[config.mk]
export PLATFORM = sky130hd
export DESIGN_NAME = file_block_zone_mapper_unit
export DESIGN_NICKNAME = d
export VERILOG_FILES = /design/src/rtl/fbzm_pkg.sv /design/src/rtl/file_block_zone_mapper_unit.sv
export SDC_FILE = /design/constraint.sdc
export NUM_CORES = 1
export LEC_CHECK = 0
export BUFFER_PORTS_ARGS = -buffer_cell sky130_fd_sc_hd__buf_2
export CORE_MARGIN = 4
export CORE_UTILIZATION = 59
export DETAILED_ROUTE_END_ITERATION = 10
export PLACE_DENSITY = 0.76
export SLEW_MARGIN = 20
export SYNTH_ARGS = -nofsm -noshare
export SYNTH_HDL_FRONTEND = slang
export SYNTH_SLANG_ARGS = --single-unit
[constraint.sdc]
create_clock -name clk -period 6.4 [get_ports clk]
set_clock_uncertainty 0.2 [all_clocks]
set_input_delay 0.96 -clock clk [delete_from_list [all_inputs] [get_ports clk]]
set_output_delay 0.96 -clock clk [all_outputs]
set_load 0.03 [all_outputs]
[src/rtl/fbzm_pkg.sv]
// Package for the file block zone mapper: field widths, codes, walk phases
// and the result word type. No dependencies.
`default_nettype none
package fbzm_pkg;

	// Field widths
	localparam int unsigned ACTION_W = 2;
	localparam int unsigned SLOT_W = 4;
	localparam int unsigned ZONE_W = 16;
	localparam int unsigned FB_W = 22;
	localparam int unsigned ENTRY_W = 9;
	localparam int unsigned STATUS_W = 2;
	localparam int unsigned CFG_IDX_W = 1;

	// Zone pointer layout
	localparam int unsigned NUM_SLOTS = 9;
	localparam int unsigned DIRECT_SLOTS = 7;
	localparam logic [SLOT_W-1:0] SINGLE_SLOT = 4'd7;
	localparam logic [SLOT_W-1:0] DOUBLE_SLOT = 4'd8;

	// Default number of entries in one indirect block
	localparam int unsigned INDIRECT_ENTRIES_DEF = 512;

	// Action codes
	localparam logic [ACTION_W-1:0] ACT_LOAD = 2'd0;
	localparam logic [ACTION_W-1:0] ACT_MAP = 2'd1;
	localparam logic [ACTION_W-1:0] ACT_RESPONSE = 2'd2;

	// Status codes
	localparam logic [STATUS_W-1:0] ST_OK = 2'd0;
	localparam logic [STATUS_W-1:0] ST_IO = 2'd1;
	localparam logic [STATUS_W-1:0] ST_BIG = 2'd2;

	// Result kinds
	localparam logic KIND_REQUEST = 1'b0;
	localparam logic KIND_ANSWER = 1'b1;

	// Configuration register indexes
	localparam logic [CFG_IDX_W-1:0] CFG_FIRST_DATA_ZONE = 1'b0;
	localparam logic [CFG_IDX_W-1:0] CFG_ZONE_COUNT = 1'b1;

	typedef enum logic [1:0] {
		PH_IDLE,
		PH_SINGLE,
		PH_DOUBLE_TOP,
		PH_DOUBLE_LOW
	} phase_t;

	typedef struct packed {
		logic kind;
		logic [ZONE_W-1:0] block;
		logic [ENTRY_W-1:0] entry;
		logic [ZONE_W-1:0] disk;
		logic [STATUS_W-1:0] status;
	} result_t;

endpackage
`default_nettype wire

[src/rtl/file_block_zone_mapper_unit.sv]
// File block zone mapper top level: zone pointer table, walk state machine
// and result register. Depends on fbzm_pkg.
`default_nettype none
// One word is taken at every clock edge where start is high; busy is never
// raised, so loads, map requests and read responses may arrive back to back.
// A word is registered on entry. Its result, if any, is driven on the result
// ports with result_strobe from the next clock edge on, for exactly one cycle.
// The receiver cannot stall: a result that is not captured in that cycle is
// lost. The input register is followed by the single translation stage that
// feeds the result register; throughput is one word per cycle. A map that
// needs an indirect entry answers with a read request (result_kind low); the
// entry is handed back as a response word, and the double-indirect walk issues
// a second request. INDIRECT_ENTRIES must be a power of two, so splitting an
// index into its two levels is a shift and a mask.
module file_block_zone_mapper_unit #(
	parameter int unsigned INDIRECT_ENTRIES = fbzm_pkg::INDIRECT_ENTRIES_DEF
) (
	input  logic                            clk,
	input  logic                            arst_n,
	input  logic                            start,
	output logic                            busy,
	input  logic [fbzm_pkg::ACTION_W-1:0]   action,
	input  logic [fbzm_pkg::SLOT_W-1:0]     zone_slot,
	input  logic [fbzm_pkg::ZONE_W-1:0]     zone_value,
	input  logic [fbzm_pkg::FB_W-1:0]       block_index,
	input  logic [fbzm_pkg::ZONE_W-1:0]     read_data,
	input  logic                            read_failed,
	input  logic                            cfg_write,
	input  logic [fbzm_pkg::CFG_IDX_W-1:0]  cfg_index,
	input  logic [fbzm_pkg::ZONE_W-1:0]     cfg_data,
	output logic                            result_strobe,
	output logic                            result_kind,
	output logic [fbzm_pkg::ZONE_W-1:0]     request_block,
	output logic [fbzm_pkg::ENTRY_W-1:0]    request_entry,
	output logic [fbzm_pkg::ZONE_W-1:0]     mapped_block,
	output logic [fbzm_pkg::STATUS_W-1:0]   status
);
	import fbzm_pkg::*;

	localparam int unsigned LOG2_ENTRIES = $clog2(INDIRECT_ENTRIES);
	localparam logic [FB_W-1:0] ENTRIES_FB = FB_W'(INDIRECT_ENTRIES);
	localparam logic [FB_W:0] DOUBLE_SPAN = (FB_W + 1)'(INDIRECT_ENTRIES * INDIRECT_ENTRIES);
	localparam logic [ENTRY_W-1:0] LOW_MASK = ENTRY_W'(INDIRECT_ENTRIES - 1);

	logic accept;
	logic valid_s1;
	logic [ACTION_W-1:0] action_s1;
	logic [SLOT_W-1:0] zone_slot_s1;
	logic [ZONE_W-1:0] zone_value_s1;
	logic [FB_W-1:0] block_index_s1;
	logic [ZONE_W-1:0] read_data_s1;
	logic read_failed_s1;

	logic [ZONE_W-1:0] first_data_zone_q;
	logic [ZONE_W-1:0] zone_count_q;
	logic [ZONE_W-1:0] zone_q [NUM_SLOTS];
	phase_t phase_q;
	phase_t phase_d;
	logic [ENTRY_W-1:0] pending_q;
	logic [ENTRY_W-1:0] pending_d;

	logic res_valid;
	result_t res;
	logic result_strobe_q;
	result_t result_q;

	logic is_direct;
	logic is_single;
	logic too_big;
	logic [FB_W-1:0] idx_single;
	logic [FB_W-1:0] idx_double;
	logic [FB_W-1:0] idx_top;
	logic [ZONE_W-1:0] direct_ptr;

	function automatic result_t f_answer(input logic [ZONE_W-1:0] disk,
	                                     input logic [STATUS_W-1:0] st);
		result_t r;
		r = '0;
		r.kind = KIND_ANSWER;
		r.disk = (st == ST_OK) ? disk : '0;
		r.status = st;
		return r;
	endfunction

	// A data pointer: zero is a hole, anything below the data area is an error.
	function automatic result_t f_data(input logic [ZONE_W-1:0] v,
	                                   input logic [ZONE_W-1:0] fdz);
		result_t r;
		if (v != '0 && v < fdz) begin
			r = f_answer('0, ST_IO);
		end else begin
			r = f_answer(v, ST_OK);
		end
		return r;
	endfunction

	// An indirect pointer either answers at once or becomes a read request.
	function automatic result_t f_indirect(input logic [ZONE_W-1:0] ptr,
	                                       input logic [ENTRY_W-1:0] entry,
	                                       input logic [ZONE_W-1:0] fdz,
	                                       input logic [ZONE_W-1:0] zc);
		result_t r;
		r = '0;
		if (ptr == '0) begin
			r = f_answer('0, ST_OK);
		end else if (ptr < fdz || ptr >= zc) begin
			r = f_answer('0, ST_IO);
		end else begin
			r.kind = KIND_REQUEST;
			r.block = ptr;
			r.entry = entry;
			r.status = ST_OK;
		end
		return r;
	endfunction

	assign busy = 1'b0;
	assign accept = start && !busy;

	// Input register
	always_ff @(posedge clk or negedge arst_n) begin
		if (!arst_n) begin
			valid_s1 <= 1'b0;
		end else begin
			valid_s1 <= accept;
		end
	end

	always_ff @(posedge clk) begin
		if (accept) begin
			action_s1 <= action;
			zone_slot_s1 <= zone_slot;
			zone_value_s1 <= zone_value;
			block_index_s1 <= block_index;
			read_data_s1 <= read_data;
			read_failed_s1 <= read_failed;
		end
	end

	// Index decomposition for a map word
	assign is_direct = block_index_s1 < FB_W'(DIRECT_SLOTS);
	assign idx_single = block_index_s1 - FB_W'(DIRECT_SLOTS);
	assign is_single = idx_single < ENTRIES_FB;
	assign idx_double = idx_single - ENTRIES_FB;
	assign too_big = {1'b0, idx_double} >= DOUBLE_SPAN;
	assign idx_top = idx_double >> LOG2_ENTRIES;
	assign direct_ptr = zone_q[block_index_s1[SLOT_W-1:0]];

	// Walk state machine: next phase and the result of the registered word
	always_comb begin
		res_valid = 1'b0;
		res = '0;
		phase_d = phase_q;
		pending_d = pending_q;
		if (valid_s1) begin
			case (action_s1)
				ACT_MAP: begin
					if (phase_q == PH_IDLE) begin
						res_valid = 1'b1;
						if (is_direct) begin
							res = f_data(direct_ptr, first_data_zone_q);
						end else if (is_single) begin
							res = f_indirect(zone_q[SINGLE_SLOT], idx_single[ENTRY_W-1:0],
							                 first_data_zone_q, zone_count_q);
							if (res.kind == KIND_REQUEST) begin
								phase_d = PH_SINGLE;
							end
						end else if (too_big) begin
							res = f_answer('0, ST_BIG);
						end else begin
							pending_d = idx_double[ENTRY_W-1:0] & LOW_MASK;
							res = f_indirect(zone_q[DOUBLE_SLOT], idx_top[ENTRY_W-1:0],
							                 first_data_zone_q, zone_count_q);
							if (res.kind == KIND_REQUEST) begin
								phase_d = PH_DOUBLE_TOP;
							end
						end
					end
				end
				ACT_RESPONSE: begin
					if (phase_q != PH_IDLE) begin
						res_valid = 1'b1;
						phase_d = PH_IDLE;
						if (read_failed_s1) begin
							res = f_answer('0, ST_IO);
						end else if (phase_q == PH_DOUBLE_TOP) begin
							res = f_indirect(read_data_s1, pending_q,
							                 first_data_zone_q, zone_count_q);
							if (res.kind == KIND_REQUEST) begin
								phase_d = PH_DOUBLE_LOW;
							end
						end else begin
							res = f_data(read_data_s1, first_data_zone_q);
						end
					end
				end
				default: begin
				end
			endcase
		end
	end

	always_ff @(posedge clk or negedge arst_n) begin
		if (!arst_n) begin
			phase_q <= PH_IDLE;
			pending_q <= '0;
			result_strobe_q <= 1'b0;
		end else begin
			phase_q <= phase_d;
			pending_q <= pending_d;
			result_strobe_q <= res_valid;
		end
	end

	always_ff @(posedge clk) begin
		if (res_valid) begin
			result_q <= res;
		end
	end

	// Zone pointer table; loads out of range are dropped.
	always_ff @(posedge clk or negedge arst_n) begin
		if (!arst_n) begin
			for (int i = 0; i < NUM_SLOTS; i++) begin
				zone_q[i] <= '0;
			end
		end else if (valid_s1 && action_s1 == ACT_LOAD
		             && zone_slot_s1 < SLOT_W'(NUM_SLOTS)) begin
			zone_q[zone_slot_s1] <= zone_value_s1;
		end
	end

	// Configuration registers
	always_ff @(posedge clk or negedge arst_n) begin
		if (!arst_n) begin
			first_data_zone_q <= '0;
			zone_count_q <= '1;
		end else if (cfg_write) begin
			case (cfg_index)
				CFG_FIRST_DATA_ZONE: first_data_zone_q <= cfg_data;
				CFG_ZONE_COUNT: zone_count_q <= cfg_data;
				default: begin
				end
			endcase
		end
	end

	assign result_strobe = result_strobe_q;
	assign result_kind = result_q.kind;
	assign request_block = result_q.block;
	assign request_entry = result_q.entry;
	assign mapped_block = result_q.disk;
	assign status = result_q.status;

`ifndef SYNTHESIS
	// A result always comes from the word registered in the previous cycle.
	a_result_has_source: assert property (@(posedge clk) disable iff (!arst_n)
		result_strobe |-> $past(valid_s1))
		else $error("result without a registered input word");

	// A read request leaves the walk waiting for its response.
	a_request_waits: assert property (@(posedge clk) disable iff (!arst_n)
		result_strobe && result_kind == KIND_REQUEST |-> phase_q != PH_IDLE)
		else $error("read request issued but walk is idle");

	// A final answer ends the walk.
	a_answer_ends_walk: assert property (@(posedge clk) disable iff (!arst_n)
		result_strobe && result_kind == KIND_ANSWER |-> phase_q == PH_IDLE)
		else $error("answer issued but walk still active");

	// An error answer never carries a disk block.
	a_error_no_block: assert property (@(posedge clk) disable iff (!arst_n)
		result_strobe && status != ST_OK |-> mapped_block == '0)
		else $error("error answer with nonzero disk block");
`endif
endmodule
`default_nettype wire
# Yosys cells after proc, flatten, opt, wreduce, memory -nomap -nowiden
# Cells that the tools add are included.
# word_totals
ff_bits	294
input_bits	82
output_inout_bits	46
word_cells	134
# classes
addsub	2
order_cmp	14
eq_ne	9
mux	56
n_bitwise	6
reduce_logical	21
# ops
cell	count
$mux 44	26
$bwmux 144	1
$pmux 44 s2	1
$mux 26	3
$bmux 16 s4	1
$demux 16 s4	1
$lt 16x16->1	4
$ge 16x16->1	3
$logic_not 16->1	3
$mux 16	3
$mux 18	2
$reduce_bool 16->1	2
$ge 22x19->1 const B	1
$lt 22x10->1 const B	1
$lt 22x3->1 const B	1
$sub 22x10->22 const B	1
$sub 22x3->22 const B	1
$mux 2	10
$ge 5x5->1 const B	2
$not 4->5	2
$ne 3x3->1 const B	3
$reduce_and 8->1	1
$mux 1	6
$ne 2x2->1 const B	3
13 further kinds	26

# Longest topological paths before layout
# Gate-level depths: netlist of the first run.
# depth
depth_word	16
depth_mapped	17
mapped_depth_nobuf	13

# Worst setup path after synthesis of the first run
# No wires, ideal clock.
# synth_path
path_type	register -> register
startpoint	reg block_index_s1[0]
endpoint	reg result_q (netlist bit mapped_block[10]), data pin
setup_ns	0.266
arrival_ns	3.709
required_ns	5.934
path_slack_ns	2.225
stages_incl_launch_ff	16
n_path_buf	3
synth_period_minus_slack_ns	4.175
path_cell_list	edfxtp_1 clkbuf_1 buf_1 mux4_2 a22oi_1 nand2_1 ha_1 a21o_1 a21o_1 a21oi_1 nand3_1 a21oi_1 a31oi_1 clkbuf_1 a32oi_1 nor2_1
# synth_between
elab_chain_len	10
word_cells_on_any_way	18
classes_between	add/sub (2); order compare (4); mux (9); bitwise (1); reduce/logical (2)
# synth_lines
item	line	text
from (decl)	file_block_zone_mapper_unit.sv:50	logic [FB_W-1:0] block_index_s1;
from (signal assigned)	file_block_zone_mapper_unit.sv:134	block_index_s1 <= block_index;
branches (longest 7 deep; another with $sub 22x3->22)	-	
$mux 44 (*)	file_block_zone_mapper_unit.sv:160	if (is_direct) begin
$mux 44 (*)	file_block_zone_mapper_unit.sv:158	if (phase_q == PH_IDLE) begin
$pmux 44 s2 (*)	file_block_zone_mapper_unit.sv:156	case (action_s1)
to (signal assigned)	file_block_zone_mapper_unit.sv:217	result_q <= res;
to (decl)	file_block_zone_mapper_unit.sv:65	result_t result_q;
# Mark *: on every way between the ends. The select of a mux whose other input is x is not followed.
# A chain may end at the register's enable or synchronous reset.

# Worst setup path after layout of the first run
# layout_path
startpoint	reg block_index_s1[3]
endpoint	reg pending_q[6]
# layout_between
elab_chain_len	5
word_cells_on_any_way	9
classes_between	add/sub (2); order compare (3); bitwise (3); reduce/logical (1)
# layout_lines
item	line	text
$sub 22x3->22	file_block_zone_mapper_unit.sv:142	assign idx_single = block_index_s1 - FB_W'(DIRECT_SLOTS);
$sub 22x10->22	file_block_zone_mapper_unit.sv:144	assign idx_double = idx_single - ENTRIES_FB;
$ge 22x19->1	file_block_zone_mapper_unit.sv:145	assign too_big = {1'b0, idx_double} >= DOUBLE_SPAN;
$not 1->1 (no source line)	-	
$reduce_and 6->1 (no source line)	-	
to (signal assigned)	file_block_zone_mapper_unit.sv:210	pending_q <= pending_d;
to (decl)	file_block_zone_mapper_unit.sv:59	logic [ENTRY_W-1:0] pending_q;
# Several ways; a longest one is shown, not always the timed one.

==> summary by stage, run 1 <==
Logic synthesis
The synthesized-area fraction occupied by adder cells is a little under a tenth. The total standard cell area after synthesis is about 0.016 mm². The biggest area consumer among synthesized cells is sky130_fd_sc_hd__dfrtp_1.

The count of flip-flops with a built-in enable after synthesis is approximately 110. The combinational family with the most area after synthesis is multiplexers. The fraction of synthesized area in multiplexers is about 18%. In the synthesized netlist, the cells that appear most often are sky130_fd_sc_hd__dfrtp_1, sky130_fd_sc_hd__mux2_2, sky130_fd_sc_hd__ha_1.

Counting distinct cell types in the post-synthesis netlist gives between 70 and 80. The net count after synthesis is 1434. The async set-reset flop share out of synthesis is ~64%. The post-synthesis area per instance is roughly 13 µm². By instance count, the leading cell after synthesis is sky130_fd_sc_hd__dfrtp_1. The Yosys step of the flow raised 0 warnings. Of the synthesized area, sequential elements account for between 50 and 60%. The synthesized design contains ~290 register bits. Synthesis produced a netlist whose cell count is between 1000 and 1500. The most used flip-flop cell after synthesis is sky130_fd_sc_hd__dfrtp_1.

The share of Yosys cell area claimed by the top area cell type is 27.9%. The complex-gate fraction of the synthesized area is approximately a tenth. The fraction of synthesized cell area in xor and xnor cells is less than 1%. After synthesis, the cell types taking the most area are sky130_fd_sc_hd__dfrtp_1, sky130_fd_sc_hd__edfxtp_1, sky130_fd_sc_hd__mux2_2. The area fraction in and, or, nand and nor cells after synthesis is a little under a tenth.

Pwr
Across the VDD grid, the largest voltage drop is ~0.26 mV. The ratio of total power to cell area is 298 mW/mm². Summed over all cells, the static leakage comes to just under 8 nW. Power comes to about 5.2 mW.

Die
The floorplan row count is slightly below 60. The chip height is ~170 µm. The die covers ~0.029 mm². The width of the die is approximately 170 µm.

Once the floorplan was initialized, standard cells occupied approximately three fifths of the core. In this run the count of I/O pins placed on the die edge is 128. The area of the core is ~0.026 mm².

Placement
The routability-driven placement congestion ratio is about 0.98. Once placement finished, the instance area stood at between 0.015 and 0.02 mm². The placed wire-length estimate is approximately 28000 µm. Input and output buffers added on the ports amount to around 130.

Run status
The flow ran to the end, and the final reports show no timing, DRC or antenna violations.

Clocking
The cell sitting at the root of the clock tree is a sky130_fd_sc_hd__clkbuf_16. The TritonCTS clock tree is done. The post-cts resize count is 0. The clock net sink count is roughly 300.

Buffers added to address setup during post-CTS repair amount to 0. The number of buffers created by CTS is 30. The maximum buffer depth of the clock tree is 3.

The maximum level of the CTS H-tree is 1. For the worst-skew pair, the clock arrives at the later sink with an insertion delay of ~0.56 ns. After clock tree synthesis, the flow added hold-fix buffers numbering 0.

Clock-pin slew was measured on the worst setup and hold paths at 0.06 ns.

STA
The headroom to the max-slew limit is between 20% and 30%. Setup repair after global routing left no endpoint under its margin. The number of pins exceeding their max-slew limit in the final report came to 0. The number of failing setup endpoints in the final timing report is 0. At the pin with the least slew margin, the transition time is around 1.1 ns. Subtracting the final worst setup slack from the clock period gives 4.90 ns. The number of hold violations in the final report is 0. Hold timing on the final database bottoms out at a slack of between 0.2 and 0.3 ns. Based on the critical path, the design can be clocked at up to 0.204 GHz.

For the final routed database, the setup TNS stands at 0 ns. The fraction of the cycle the final worst path needs is 76.5%.

Cells and area
Cells with a size suffix above 1 make up between 20% and 30% of the layout. The layout filler cell count is 1891. The count of inserted antenna diode cells is 0. Measured on the finished design, the core utilization comes to between 60% and 70%.

The area overhead of the layout relative to synthesis is 12.8%. For this run, the post-layout net count is around 1600. The flip-flop and latch area is 0.00790 mm².

The area of the multi-input gates is approximately 0.0073 mm². The final cell area excluding filler cells is 0.0175 mm².

Worst setup path
The cell family contributing the most delay on the critical path is simple AND/OR/NAND/NOR gates. Data on the critical path is required at its endpoint by approximately 6.6 ns. The reg2reg setup slack is 1.50 ns. The data arrival time of the critical path is 5.13 ns. The slowest library cell on the worst path is sky130_fd_sc_hd__or4_1. The critical path startpoint category is a flip-flop. The kind of critical path is reg -> reg. The maximum fanout along the worst path is 12. The count of buffer and inverter cells on the critical path is 0.

The critical path capture point type is a flip-flop. The critical path goes through or4_4 > or4_1 > o31a_1 > or4b_4 > nor4b_4 > xnor2_1 > nor3_1 > nor3b_2 > mux2_1. The highest cell delay on the worst timing path is 0.70 ns.

GRT
The via count of the first global-routing pass is 10900. The all-layer global routing usage is 26.5%. The number of antenna violations at the first check in global routing is 0. Summed over all layers, the global routing overflow is 0. The wire length of the first global-routing pass is between 60000 and 70000 µm. Entering global routing, the biggest net connects between 100 and 150 pins.

Drt
The total number of vias is around 11000. In the final routed layout, each cell accounts on average for 22.4 µm. For this block, the initial DRC count from the detailed router was between 1000 and 1500. Dividing the detail-routed via count by the number of cells gives between 6 and 7. Wires add up to 38600 µm.

After detailed routing, the number of remaining DRC violations is 0. The count of nets left with antenna violations after detail routing is 0. For this run, the detailed router's first-pass iteration total came to 5.

Run
Across the run, the number of max-cap violations was 0.

Worst hold path
The worst hold path belongs to the class reg -> reg.
-- sequential cells by signal (all words and copies together), names as in the netlist, 2 cells and up --
name	cells
zone_count_q	16
request_block	16
phase_q	2
action_s1	2
first_data_zone_q	16
zone_slot_s1	4
mapped_block	16
block_index_s1	22
status	2
read_data_s1	16
zone_q	144
request_entry	9
zone_value_s1	16
pending_q	9
-- worst paths after layout --
path | from | end | cells after the start
worst max-delay path | block_index_s1[3] | pending_q[6] | 9
worst min-delay path | pending_q[8] | pending_q[8] | 1
worst max register to register | block_index_s1[3] | pending_q[6] | 9
worst min register to register | pending_q[8] | pending_q[8] | 1
max in group asynchronous | arst_n | zone_q[58] | 2
min in group asynchronous | arst_n | pending_q[1] | 1
-- metrics by stage --
stage               cells  setup WS [ns]
finish               1721           1.50
global route         1721           1.31
CTS                  1721           1.49
detailed placement   1666           1.49
global placement     1666           1.62
floorplan            1239           2.23
-- worst reg2reg max path: stages, from the launching register on --
cell,delay (ns)
sky130_fd_sc_hd__edfxtp_1,0.52
sky130_fd_sc_hd__or4_4,0.66
sky130_fd_sc_hd__or4_1,0.70
sky130_fd_sc_hd__o31a_1,0.33
sky130_fd_sc_hd__or4b_4,0.52
sky130_fd_sc_hd__nor4b_4,0.30
sky130_fd_sc_hd__xnor2_1,0.17
sky130_fd_sc_hd__nor3_1,0.29
sky130_fd_sc_hd__nor3b_2,0.69
sky130_fd_sc_hd__mux2_1,0.39
-- power breakdown --
| group | leakage [nW] | internal (mW) | total [mW] | switching, mW |
|---|---|---|---|---|
| clock | 0.477 | 1.02 | 1.74 | 0.715 |
| sequential | 3.46 | 2.22 | 2.45 | 0.235 |
| combinational | 3.89 | 0.487 | 1.03 | 0.545 |
-- layout make-up --
| cell class | count | share of cell area [%] |
|---|---|---|
| sequential | 294 | 45.1 |
| multi-input combinational | 850 | 41.6 |
| clock buffer | 47 | 5.06 |
| timing repair buffer | 144 | 4.41 |
| tap | 335 | 2.39 |
| inverter | 43 | 0.921 |
| clock inverter | 8 | 0.521 |
-- logic make-up after synthesis --
family / count (synthesis)
and+or+nand+nor: 277
xor gates and xnor gates: 17
buffers and inverters: 95
muxes: 217
adders and majority gates: 113
AOI/OAI and AO/OA: 225
DFF: 294
other: 1
-- cell usage in the layout (no fill, tap or decap), drive strengths merged, types with 17 or more instances in the layout --
cell type | Yosys | final
o21ai | 75 | 75
inv | 43 | 43
ha | 113 | 113
dfrtp | 173 | 173
clkbuf | 38 | 47
nor4 | 25 | 25
a21oi | 41 | 41
mux2i | 17 | 17
buf | 14 | 144
a21o | 18 | 18
mux4 | 32 | 32
nor3 | 19 | 19
mux2 | 168 | 168
edfxtp | 105 | 105
nor2 | 48 | 48
nand2 | 98 | 98
-- routing by layer --
metal	GRT usage, %	part of all wire [%]	up-vias
met5	0	0	-
met4	9.17	3.5	0
met3	3.86	6.6	88
met2	40.0	45	415
met1	39.6	45	5356
li1	-	-	4968
(Power assumes the default switching activity.)
==> run 2, diff against run 1 <==
--- a/config.mk
+++ b/config.mk
@@ -7,9 +7,9 @@
 export LEC_CHECK = 0
 export BUFFER_PORTS_ARGS = -buffer_cell sky130_fd_sc_hd__buf_2
 export CORE_MARGIN = 4
-export CORE_UTILIZATION = 59
+export CORE_UTILIZATION = 55
 export DETAILED_ROUTE_END_ITERATION = 10
-export PLACE_DENSITY = 0.76
+export PLACE_DENSITY = 0.74
 export SLEW_MARGIN = 20
 export SYNTH_ARGS = -nofsm -noshare
 export SYNTH_HDL_FRONTEND = slang
==> constraint.sdc (replaced) <==
create_clock -name clk -period 4.16 [get_ports clk]
set_clock_uncertainty 0.2 [all_clocks]
set_input_delay 0.624 -clock clk [delete_from_list [all_inputs] [get_ports clk]]
set_output_delay 0.624 -clock clk [all_outputs]
set_load 0.03 [all_outputs]
==> run 2 against run 1 <==
Net effect: critical endpoint is now request_block[9]; first-iteration DRC count decreased by 9.8%; register-to-register slack got worse by 1.4 ns; critical path depth up 1; critical path type unchanged.
==> summary by stage, run 2 (synthesis gave the netlist of run 1 again) <==
Run status
The run finished with clean final reports.

Drt
The total number of vias is 10900. The first-iteration detailed-routing DRC count is between 900 and 1000. The average wire per standard cell is around 22 µm. The via density per instance is ~6.

For this run, design rule violations remaining after detail routing come to 0. The first-pass iteration count of the detailed router is 5. The detailed-route wire length is roughly 39000 µm. In this run the remaining antenna-violating nets after routing total 0.

Die
The initial utilization of the core area, before any placement, comes to between 50% and 60%. The chip height is about 180 µm. Row generation in the floorplan step produced 61 rows.

The floorplan step set the die width to around 180 µm. The total die area is 0.0310 mm². The area of the core is ~0.028 mm².

The number of I/O pins is about 130.

Clocking
The clock passes through at most 3 buffers. The maximum level of the CTS H-tree is 1. The register clock-pin slew on the reported worst setup and hold paths is 0.06 ns. TritonCTS built the clock tree. The number of buffers created by CTS is 29. Clock tree synthesis selected as its root buffer the cell sky130_fd_sc_hd__clkbuf_16. The clock net in this run drives a total of approximately 290 sinks. For the worst-skew pair, the clock arrives at the later sink with an insertion delay of roughly 0.57 ns.

GRT
In the global route stage, overall resource usage came out at around a quarter. Entering global routing, the biggest net connects between 80 and 90 pins. The first global-routing pass estimated a little over 60000 µm of wire. The final global-route overflow total is 0.

The via count of the first global-routing pass is about 11000. The number of antenna violations at the first check in global routing came to 0.

Cells and area
The most common cell after layout, fill and taps aside is sky130_fd_sc_hd__dfrtp_1. The multi-input combinational cells in the finished layout cover a total of ~0.0073 mm². Ranked by flip-flop count, first place goes to zone_q. The area growth from synthesis to layout is 15.4%. After the last flow step, the layout net total stands at ~1600.

The number of antenna diodes in the final layout is 0. The layout has roughly 2200 filler cells. The largest registers in the layout are zone_q x144, block_index_s1 x22. The final cell area excluding filler cells is 0.0179 mm². The register with the most flip-flops in the layout has around 140 of them. In the final layout, flip-flops and latches occupy approximately 0.008 mm². The share of the core filled with cells in the final layout is between 60% and 70%.

The top cell types in the final layout, fill and taps aside, are sky130_fd_sc_hd__dfrtp_1, sky130_fd_sc_hd__mux2_2, sky130_fd_sc_hd__buf_2. The share of final-layout standard cells stronger than drive strength 1 is about 33%.

STA
Setup violations remaining at the end of the flow were counted as 0. At the pin with the least slew margin, the transition time is 1.08 ns. Counting I/O delays and the setup requirement, the final critical path takes a little over 4 ns. The upper clock frequency limit is ~0.24 GHz. The final critical path takes up 98.7% of the cycle. The number of hold violations in the final report is 0. The headroom to the max-slew limit is 28.2%. The number of pins exceeding their max-slew limit in the final report came to 0. Setup slack closes at approximately 0.054 ns.

Setup repair after global routing could not meet its margin everywhere. The final total negative setup slack is 0 ns.

Run
The tool flagged a number of max-cap violations equal to 0.

Pwr
The design draws between 8 and 9 mW. The net switching share of the total power is between 20 and 30%. The maximum VDD drop is 0.298 mV. Power spread over the standard cell area amounts to 448 mW/mm².

In this run, flip-flops and latches consume ~47% of the power. The net switching power is ~2.3 mW. The total leakage power is 8.02 nW. The internal portion of the total power is around 5.7 mW.

The portion of total power attributed to combinational logic is just over 20%. The clock network power share is between 30% and 40%.

Placement
OpenSTA, run right after detailed placement, puts the worst setup slack at ~0.011 ns. The routability-driven placement congestion ratio is a little under 0.9. The wire-length estimate of the detail-placed layout is 28700 µm. The number of port buffers is 126.

The total cell area at the placement stage is 0.0168 mm².

Worst setup path
The maximum fanout along the worst path is 15. The worst setup path is launched from a flip-flop. The kind of critical path is reg -> reg. STA puts the critical path data arrival time at 4.22 ns. The critical path data required time is 4.27 ns. The worst setup path is captured at a flip-flop.

Worst hold path
In this run the worst hold path is classified as in -> reg.
-- run 2: cell count changes in the layout (fill, tap and decap cells not counted), sizes merged --
cell | previous run | this run
clkbuf | 47 | 45
clkinv | 5 | 6
buf | 144 | 176
inv | 43 | 45
dlygate4sd3 | 0 | 1
clkinvlp | 1 | 0
bufinv | 2 | 1
-- run 2: critical path, stage by stage, from the launching register on --
cell	delay, ns
sky130_fd_sc_hd__edfxtp_1	0.38
sky130_fd_sc_hd__or4_4	0.56
sky130_fd_sc_hd__or4_4	0.56
sky130_fd_sc_hd__o31a_1	0.35
sky130_fd_sc_hd__or4b_4	0.51
sky130_fd_sc_hd__nor4b_4	0.37
sky130_fd_sc_hd__buf_4	0.18
sky130_fd_sc_hd__nand2b_1	0.08
sky130_fd_sc_hd__buf_4	0.24
sky130_fd_sc_hd__mux2i_1	0.33
sky130_fd_sc_hd__o21ai_1	0.09
-- run 2: what timing repair did --
action,CTS,global route
endpoints found under the hold margin,76,0
endpoints found under the setup margin,9,52
pin swaps,0,6
resized for setup,2,20
setup buffers,0,3
cloned,0,0
hold buffers,1,0
-- run 2: cell type report --
class / count / share of cell area [%]
Sequential cell: 294 / 44.1
Clock buffer: 44 / 4.93
Clock inverter: 9 / 0.496
Tap cell: 378 / 2.64
Multi-Input combinational cell: 850 / 41.0
Timing Repair Buffer: 178 / 5.92
Inverter: 43 / 0.901
-- run 2: power by group through the flow --
stage	clock network, mW	registers, mW	logic, mW
floorplan	0	3.69	1.10
global placement	0	3.78	1.55
detailed placement	0	3.80	1.61
CTS	2.69	3.75	1.61
global route	2.82	3.81	1.81
finish	2.63	3.76	1.63
-- run 2: layer usage --
layer | GRT usage (%) | wire length [µm]
met2 | 39.2 | 17800
met4 | 6.37 | 964
met1 | 37.6 | 18100
met5 | 0 | 0
met3 | 3.15 | 1970
-- run 2: final timing paths --
check,depth (start not counted),start,slack (ns),endpoint
hold reg to reg,1,pending_q[3],0.29,pending_q[3]
hold / removal,1,zone_value[9],0.03,zone_value_s1[9]
setup reg to reg,10,block_index_s1[7],0.05,request_block[9]
setup / recovery,10,block_index_s1[7],0.05,request_block[9]
min in group asynchronous,2,arst_n,0.46,zone_q[110]
max in group asynchronous,3,arst_n,2.30,zone_q[84]
-- run 2: through the flow --
| stage | cells | hold slack (ns) |
|---|---|---|
| 5_1_grt | 1796 | 0.00275 |
| 2_1_floorplan | 1239 | 0.128 |
| 3_3_place_gp | 1739 | 0.270 |
| 3_5_place_dp | 1739 | 0.275 |
| 6_report | 1796 | 0.0288 |
| 4_1_cts | 1793 | 0.00259 |
==> run 3, diff against run 2 <==
--- a/config.mk
+++ b/config.mk
@@ -9,6 +9,7 @@
 export CORE_MARGIN = 4
 export CORE_UTILIZATION = 55
 export DETAILED_ROUTE_END_ITERATION = 10
+export MAX_ROUTING_LAYER = met4
 export PLACE_DENSITY = 0.74
 export SLEW_MARGIN = 20
 export SYNTH_ARGS = -nofsm -noshare
==> run 3 against run 2 <==
Net effect: setup slack improved by 0.00089 ns; critical path type unchanged; worst hold slack got worse by 0.011 ns; clock power shrank 2%; largest cell class unchanged; cell count increased by 0.45%; cell area rose by 0.40%; wire length up 1.5%; sequential power about the same; register-to-register slack hardly changed; first-iteration DRC count increased by 2.3%; core utilization grew 0.26 points; flip-flop and latch count is the same; power decreased by 0.44%.
==> summary by stage, run 3 (synthesis gave the netlist of run 1 again) <==
Die
The initial utilization of the core area, before any placement, comes to between 50 and 60%. The die covers just over 0.03 mm². ~130 I/O pins were placed. The area of the core is roughly 0.028 mm². The chip height is about 180 µm.

The width of the die is 176 µm. The initialized floorplan defines 61 standard-cell rows.

Cells and area
The share of final-layout standard cells stronger than drive strength 1 is 32.0%. The largest registers in the layout are zone_q x144, block_index_s1 x22. The area growth from synthesis to layout is 15.8%. Ranked by flip-flop count, first place goes to zone_q. The layout filler cell count is about 2200. The flip-flop count of the largest register after layout is around 140. The final cell area excluding filler cells is around 0.018 mm².

The net count of the finished layout is 1598. 0 antenna diodes ended up in the layout. The flip-flop and latch area is roughly 0.0079 mm². Leaving out fill and tap cells, the most frequent cells in the layout are sky130_fd_sc_hd__dfrtp_1, sky130_fd_sc_hd__mux2_2, sky130_fd_sc_hd__buf_2. The share of the core filled with cells in the final layout is 64.7%. The library cell used most frequently in the layout, excluding fill and tap cells, is sky130_fd_sc_hd__dfrtp_1. In the final layout, the multi-input gates occupy about 0.0073 mm².

Placement
The placed wire-length estimate is around 29000 µm. Timing analysis after detailed placement gives a worst setup slack of between 0.015 and 0.02 ns. The number of port buffers is approximately 130.

Summing all placed instances gives a cell area of approximately 0.017 mm². Routability-driven placement finished with a final weighted congestion of roughly 0.89.

Pwr
The clock network is responsible for 32.4% of the overall power. For this design the static power due to leakage is about 8 nW. The maximum VDD drop is between 0.3 and 0.4 mV. The internal power of the cells totals around 5.7 mW.

The part of the total power dissipated in sequential elements is a little under half. The net switching power is around 2.3 mW. The net switching share of the total power is roughly 29%. The portion of total power attributed to combinational logic is between 20 and 25%. The ratio of total power to cell area is roughly 440 mW/mm².

Clocking
CTS saw ~300 sinks. Clock-pin slew was measured on the worst setup and hold paths at roughly 0.07 ns. In this run the clock root is driven by a sky130_fd_sc_hd__clkbuf_16.

At the later pin of the worst-skew pair, clock insertion delay measures 0.58 ns. The maximum level of the CTS H-tree is 1. The maximum buffer depth of the clock tree is 3. TritonCTS built the clock tree. The number of buffers created by CTS is 30.

Drt
The count of nets left with antenna violations once routing finished came out at 0. The average wire per standard cell is approximately 22 µm. The first-pass iteration count of the detailed router is 6. The via density per instance is 6.13.

Summing over every cut layer, the via total after detailed routing is 11100. The number of remaining DRC errors is 0. The final layout contains routed wiring with a total length of around 39000 µm. The detailed router finished its first iteration with between 900 and 1000 violations.

Worst setup path
The worst setup path is launched from a flip-flop. The worst setup path is of the reg -> reg kind. The slowest library cell on the worst path is sky130_fd_sc_hd__or4_4.

In this run the register-to-register setup slack is 0.05 ns. The worst register-to-register path begins at block_index_s1[6]. Data on the critical path is required at its endpoint by 4.41 ns.

Walking the worst path, the cells encountered are or4_4 > or4_4 > o31a_1 > or4b_4 > nor4b_4 > xnor2_2 > nor3_1 > nor3b_2 > buf_6 > mux2_1. Along the worst path, the maximum fanout reaches 9. The largest single stage delay on the critical path is between 0.5 and 0.6 ns. The critical path capture point type is a flip-flop. The number of cell instances on the worst register-to-register path is 10. STA puts the critical path data arrival time at ~4.4 ns. The critical register-to-register path endpoint is pending_q[6].

By instance count, the cell type seen most on the critical path is sky130_fd_sc_hd__or4_4.

GRT
Entering global routing, the biggest net connects a little under 100 pins. The number of antenna violations at the first check in global routing is 0. The wire length of the first global-routing pass is just over 60000 µm. Summed over all layers, the global routing overflow is 0. The via count of the first global-routing pass is around 11000. The all-layer global routing usage is approximately 26%.

STA
The worst hold slack after final layout is 0.0182 ns. Setup repair after global routing could not meet its margin everywhere. The number of pins exceeding their max-slew limit in the final report is 0. For the pin with the worst max-slew slack, the measured transition is between 1 and 1.5 ns.

In the post-route analysis, the smallest setup slack over all paths is 0.0546 ns. The number of hold violations in the final report is 0. Based on the critical path, the design can be clocked at up to 0.244 GHz.

The number of failing setup endpoints in the final timing report is 0. The time the worst path needs with I/O delays and setup is 4.11 ns. Dividing the final minimum period by the clock period gives between 90% and 100%. The headroom to the max-slew limit is between 30% and 40%. In the final timing run, aggregate negative setup slack is 0 ns.

Run status
The flow ran to the end, and the final reports show no timing, DRC or antenna violations.

Worst hold path
The worst hold path terminates at block_index_s1[21]. In this run the worst hold path is classified as in -> reg. The startpoint identified for the worst hold timing path is block_index[21]. The depth of the worst hold-timing path is 1.

Run
Across the run, the number of max-cap violations was 0.
## run 3: critical path, delay by kind of cell (launching register included)
family / cells / cell delay, ns
AND/OR/NAND/NOR: 6 / 2.45
flip-flops: 1 / 0.38
multiplexers: 1 / 0.34
AO/OA/AOI/OAI: 1 / 0.29
buffers and inverters: 1 / 0.18
XOR/XNOR: 1 / 0.15
## run 3: timing repair
item                                   CTS  global route
hold buffers                             5             0
resized for setup                        0            21
buffers inserted                         0             5
setup endpoints to repair                0            53
endpoints found under the hold margin   87             0
## run 3: routing by layer
metal / track usage [%] / wire [µm] / vias up
li1: - / - / 5053
met1: 37.0 / 17900 / 5519
met2: 39.1 / 18000 / 408
met3: 3.75 / 2400 / 78
met4: 7.37 / 1160 / 0
met5: - / 0 / -
## run 3: worst max path at each step
stage | from | end | slack (ns)
after floorplan | block_index_s1[3] | pending_q[0] | 0.06
after global placement | block_index_s1[3] | pending_q[8] | 0.1
after detailed placement | block_index_s1[3] | pending_q[6] | 0.02
after CTS | block_index_s1[3] | pending_q[6] | 0.0001
after global routing | block_index_s1[6] | phase_q[0] | -0.06
final | block_index_s1[6] | pending_q[6] | 0.05
## run 3: power by group through the flow
| stage | combinational [mW] | sequential (mW) | clock [mW] |
|---|---|---|---|
| finish | 1.64 | 3.76 | 2.59 |
| CTS | 1.62 | 3.75 | 2.64 |
| global route | 1.82 | 3.81 | 2.76 |
| detailed placement | 1.60 | 3.80 | 0 |
| floorplan | 1.10 | 3.69 | 0 |
| global placement | 1.55 | 3.78 | 0 |
## run 3: layout make-up
cell class,count,share of cell area [%]
flip-flops and latches,294,43.9
well taps,378,2.63
inverters,43,0.897
clock buffers,46,4.73
multi-input cells,850,40.8
clock inverters,9,0.529
repair buffers,184,6.46
## run 3: through the flow
| stage | cells | power [mW] |
|---|---|---|
| 5_1_grt | 1804 | 8.39 |
| 2_1_floorplan | 1239 | 4.79 |
| 4_1_cts | 1798 | 8.01 |
| 3_5_place_dp | 1738 | 5.40 |
| 3_3_place_gp | 1738 | 5.33 |
| 6_report | 1804 | 7.99 |
